### src/hw/rtl/bco_pkg.sv
// Package for the box count occupancy block: shared constants and control structs.
package bco_pkg;

    localparam int GRID_BITS_DEF   = 5;
    localparam int COORD_WIDTH_DEF = 32;
    localparam int SCALE_W         = 32;
    localparam int COUNT_W         = 16;
    localparam int CHUNK_W         = 16;
    localparam int ROW_W           = 32;
    localparam int ROW_SEL_W       = 5;

    localparam logic [SCALE_W-1:0] INV_SCALE_RESET = 32'd65536;

    localparam logic [1:0] AXIS_X = 2'd0;
    localparam logic [1:0] AXIS_Y = 2'd1;
    localparam logic [1:0] AXIS_Z = 2'd2;

    typedef struct packed {
        logic load;
        logic clr_step;
        logic mac;
        logic axis_store;
        logic mem_rd;
        logic commit;
    } cmd_t;

    typedef struct packed {
        logic clr_last;
        logic chunk_last;
        logic axis_last;
        logic out_free;
    } status_t;

endpackage

### src/hw/rtl/bco_ctrl.sv
// Controller state machine: clear sweep, per-axis multiply sequencing, bitmap update.
module bco_ctrl (
    input  logic               aclk,
    input  logic               aresetn,
    input  logic               s_valid,
    input  logic               s_start_req,
    output logic               s_ready,
    input  bco_pkg::status_t   sts,
    output bco_pkg::cmd_t      cmd
);
    import bco_pkg::*;

    localparam logic [2:0] S_CLEAR = 3'd0;
    localparam logic [2:0] S_IDLE  = 3'd1;
    localparam logic [2:0] S_MUL   = 3'd2;
    localparam logic [2:0] S_AXIS  = 3'd3;
    localparam logic [2:0] S_READ  = 3'd4;
    localparam logic [2:0] S_WRITE = 3'd5;

    logic [2:0] state_reg, state_next;
    logic       pend_reg, pend_next;

    always_ff @(posedge aclk) begin
        if (!aresetn) begin
            state_reg <= S_CLEAR;
            pend_reg  <= 1'b0;
        end else begin
            state_reg <= state_next;
            pend_reg  <= pend_next;
        end
    end

    assign s_ready = (state_reg == S_IDLE);

    always_comb begin
        cmd        = '0;
        state_next = state_reg;
        pend_next  = pend_reg;
        case (state_reg)
            S_CLEAR: begin
                cmd.clr_step = 1'b1;
                if (sts.clr_last) begin
                    state_next = pend_reg ? S_MUL : S_IDLE;
                    pend_next  = 1'b0;
                end
            end
            S_IDLE: begin
                if (s_valid) begin
                    cmd.load = 1'b1;
                    if (s_start_req) begin
                        state_next = S_CLEAR;
                        pend_next  = 1'b1;
                    end else begin
                        state_next = S_MUL;
                    end
                end
            end
            S_MUL: begin
                cmd.mac = 1'b1;
                if (sts.chunk_last) begin
                    state_next = S_AXIS;
                end
            end
            S_AXIS: begin
                cmd.axis_store = 1'b1;
                state_next = sts.axis_last ? S_READ : S_MUL;
            end
            S_READ: begin
                cmd.mem_rd = 1'b1;
                state_next = S_WRITE;
            end
            S_WRITE: begin
                if (sts.out_free) begin
                    cmd.commit = 1'b1;
                    state_next = S_IDLE;
                end
            end
            default: begin
                state_next = S_CLEAR;
                pend_next  = 1'b0;
            end
        endcase
    end

endmodule

### config.mk
export PLATFORM = sky130hd
export DESIGN_NAME = bco_ctrl
export DESIGN_NICKNAME = d
export VERILOG_FILES = /design/src/hw/rtl/bco_pkg.sv /design/src/hw/rtl/bco_ctrl.sv
export SDC_FILE = /design/constraint.sdc
export NUM_CORES = 1
export LEC_CHECK = 0
export BUFFER_PORTS_ARGS = -buffer_cell sky130_fd_sc_hd__buf_2
export CELL_PAD_IN_SITES_DETAIL_PLACEMENT = 2
export CELL_PAD_IN_SITES_GLOBAL_PLACEMENT = 2
export CORE_MARGIN = 5
export CORE_UTILIZATION = 26
export DETAILED_ROUTE_END_ITERATION = 10
export PLACE_DENSITY = 0.76
export SYNTH_ARGS = -nofsm -noshare
export SYNTH_HDL_FRONTEND = slang
export SYNTH_SLANG_ARGS = --single-unit
export TNS_END_PERCENT = 100
### constraint.sdc
create_clock -name aclk -period 2.99 [get_ports aclk]
set_input_delay 0.299 -clock aclk [delete_from_list [all_inputs] [get_ports aclk]]
set_output_delay 0.299 -clock aclk [all_outputs]
set_load 0.005 [all_outputs]
==> reports/metrics.cfg <==
[run_status]
outcome=completed

[routing]
totalWireLength_mm=1.24
wl_met2_um=616
drt_iter0_drc=1
wl_met3_um=41
firstDrtPassIters=2
detail-route-antenna-nets=0
vias=399
wl_per_cell_um=16.3
via_per_inst=5.25
drc=0
topRoutingLayerUsed=met4
drt-met1-wl_um=568

[synth]
yosysTopAreaCellShare_pct=20.9
seq_area_frac_synth_pct=20.9
synth_cells=47
postSynthAreaPerCell_um2=8.15
syn-num-nets=57
synth-edff-count=0
synth_largest_area_cell=dfxtp_1
yosys_warnings=0
ys_ff_latch=4
synth_cell_types=30
yosys_most_used_dff=dfxtp_1
synthesis.area_um2=383
ys_async_sr_fraction_pct=0
synthTopCellsByArea=dfxtp_1 (21%), ha_1 (6.5%), mux2i_1 (5.2%)

[clocking]
clockRootBuffer=clkbuf_4
cts.sinks=4
clkSlewWorstSetupHoldPaths_ns=0.04
cts.repair.resized=0
htree_levels=1
hold_buffers=0
post_cts_buffers=0
numCtsBuffers=3
tritoncts=built
clockBufferDepth=2
clk_latency_ns=0.23

[run]
max_cap_violations=0

[final_layout]
fillCellCount=165
largest_reg_flops=3
n_antenna_cell=0
multi_input_area_um2=264
drive_above_1_share_pct=32.8
fin_nets=73
synthToLayoutAreaGrowth_pct=22.9
seqCellArea_um2=80.1
fin_cells=76

[floorplan]
rows=13
die_x_um=48.4
pin_count=15
dieArea_mm2=0.00234
die_h_um=48.4
initial_utilization_pct=28.4
core-area_mm2=0.00135

[sta]
finalMaxSlewViolations=0
setup_viol=0
slew_headroom_pct=67.1
finClkSkew_ns=0.00494
fin_tns_setup_ns=0
hold_ws_ns=0.332
max_freq_mhz=580
rsz0062_at_grt=false
tightest_slew_ns=0.494
min_period_ns=1.72
period_share_pct=57.7
hold_viol_final=0

[worst_setup_path]
cp-start-kind=flop
crit_path_end_kind=primary output
crit_arrival_ns=1.42
worstSetupPathType=reg2out
slowest_stage=dfxtp_1
crit_chain=nand2b_1 > nor2_1 > and2_1 > buf_2
path_max_fanout=14
crit_required_ns=2.69
cpPeakStageDelay_ns=0.62

[global_routing]
grt_max_degree=15
grt_overflow=0
grt_pass1_vias=458
grt_pass1_wl_mm=2.08
gr-usage-all-layers_pct=11.1
antenna_found_initial=0

[hold_path]
holdCritPathClass=in2reg

[place]
dp.cells=73
place_congestion=0.718
portBuffers=14

[power_and_ir_drop]
leakagePower_nw=0.226
power.density_mw_per_mm2=823
vdd_ir_drop_max_uv=223

==> synthesized netlist by cell type, types with 2 or more instances <==
master and instances:
dfxtp_1 4, nor2_1 4, mux2i_1 2, ha_1 2, a21oi_1 2, nand2b_1 2
nand2_1 2, and2_1 2, inv_1 3, nor3_1 3, o21ai_0 2
==> worst max-delay path: cells and delay by family, from the launching register on <==
kind | cells | cell delay, ns
flops | 1 | 0.62
simple gates | 3 | 0.45
buf+inv | 1 | 0.12
==> cell type report <==
type / instances / area share [%]
Multi-Input combinational cell: 36 / 56.1
Tap cell: 15 / 3.99
Sequential cell: 4 / 17.0
Inverter: 4 / 3.19
Clock buffer: 3 / 4.79
Timing Repair Buffer: 14 / 14.9
==> layer usage <==
metal	track usage (%)	up-vias
met4	4.15	0
li1	-	202
met2	19.3	8
met3	2.75	2
met5	0	-
met1	12.8	187
==> report_power, final <==
part	leakage (nW)	switching, W	internal, W	total, W
clock	0.0138	0.0000204	0.0000448	0.0000652
sequential	0.0328	0.0000513	0.0000722	0.000123
combinational	0.179	0.0000992	0.0000992	0.000198
==> cell families (layout without fill, tap and decap cells) <==
group / Yosys count / in the layout / share of synthesized area (%)
AOI/OAI and AO/OA: 11 / 11 / 24.2
muxes: 3 / 3 / 8.17
adders and majority gates: 2 / 2 / 6.53
and+or+nand+nor: 20 / 20 / 30.1
buffers and inverters: 7 / 21 / 10.1
DFF: 4 / 4 / 20.9
==> through the flow <==
stage          area (µm²)  utilization (%)  setup slack (ns)  total power, W
2_1_floorplan         383                -              1.71        0.000264
3_3_place_gp          448             33.2              1.43        0.000316
3_5_place_dp          448             33.2              1.41        0.000327
4_1_cts               470             34.8              1.27        0.000395
5_1_grt               470             34.8              1.15        0.000425
6_report              470             34.8              1.27        0.000387
==> cell usage in the layout, fill, tap and decap left out, types with 2 or more instances in the layout <==
cell type	Yosys	layout
mux2i_1	2	2
nor3_1	3	3
a21oi_1	2	2
buf_2	1	14
dfxtp_1	4	4
clkbuf_4	0	3
and2_1	2	2
o21ai_0	2	2
inv_1	3	3
ha_1	2	2
nand2b_1	2	2
nand2_1	2	2
nor2_1	4	4
==> worst paths after layout <==
kind                     start      endpoint  slack [ns]  cells after the start
setup reg to reg  state_reg[1]      pend_reg        1.41                      5
hold / removal          sts[0]  state_reg[2]        0.33                      2
setup / recovery  state_reg[2]        cmd[5]        1.27                      4
hold reg to reg       pend_reg      pend_reg        0.60                      1
Power figures use the tool's default switching activity.
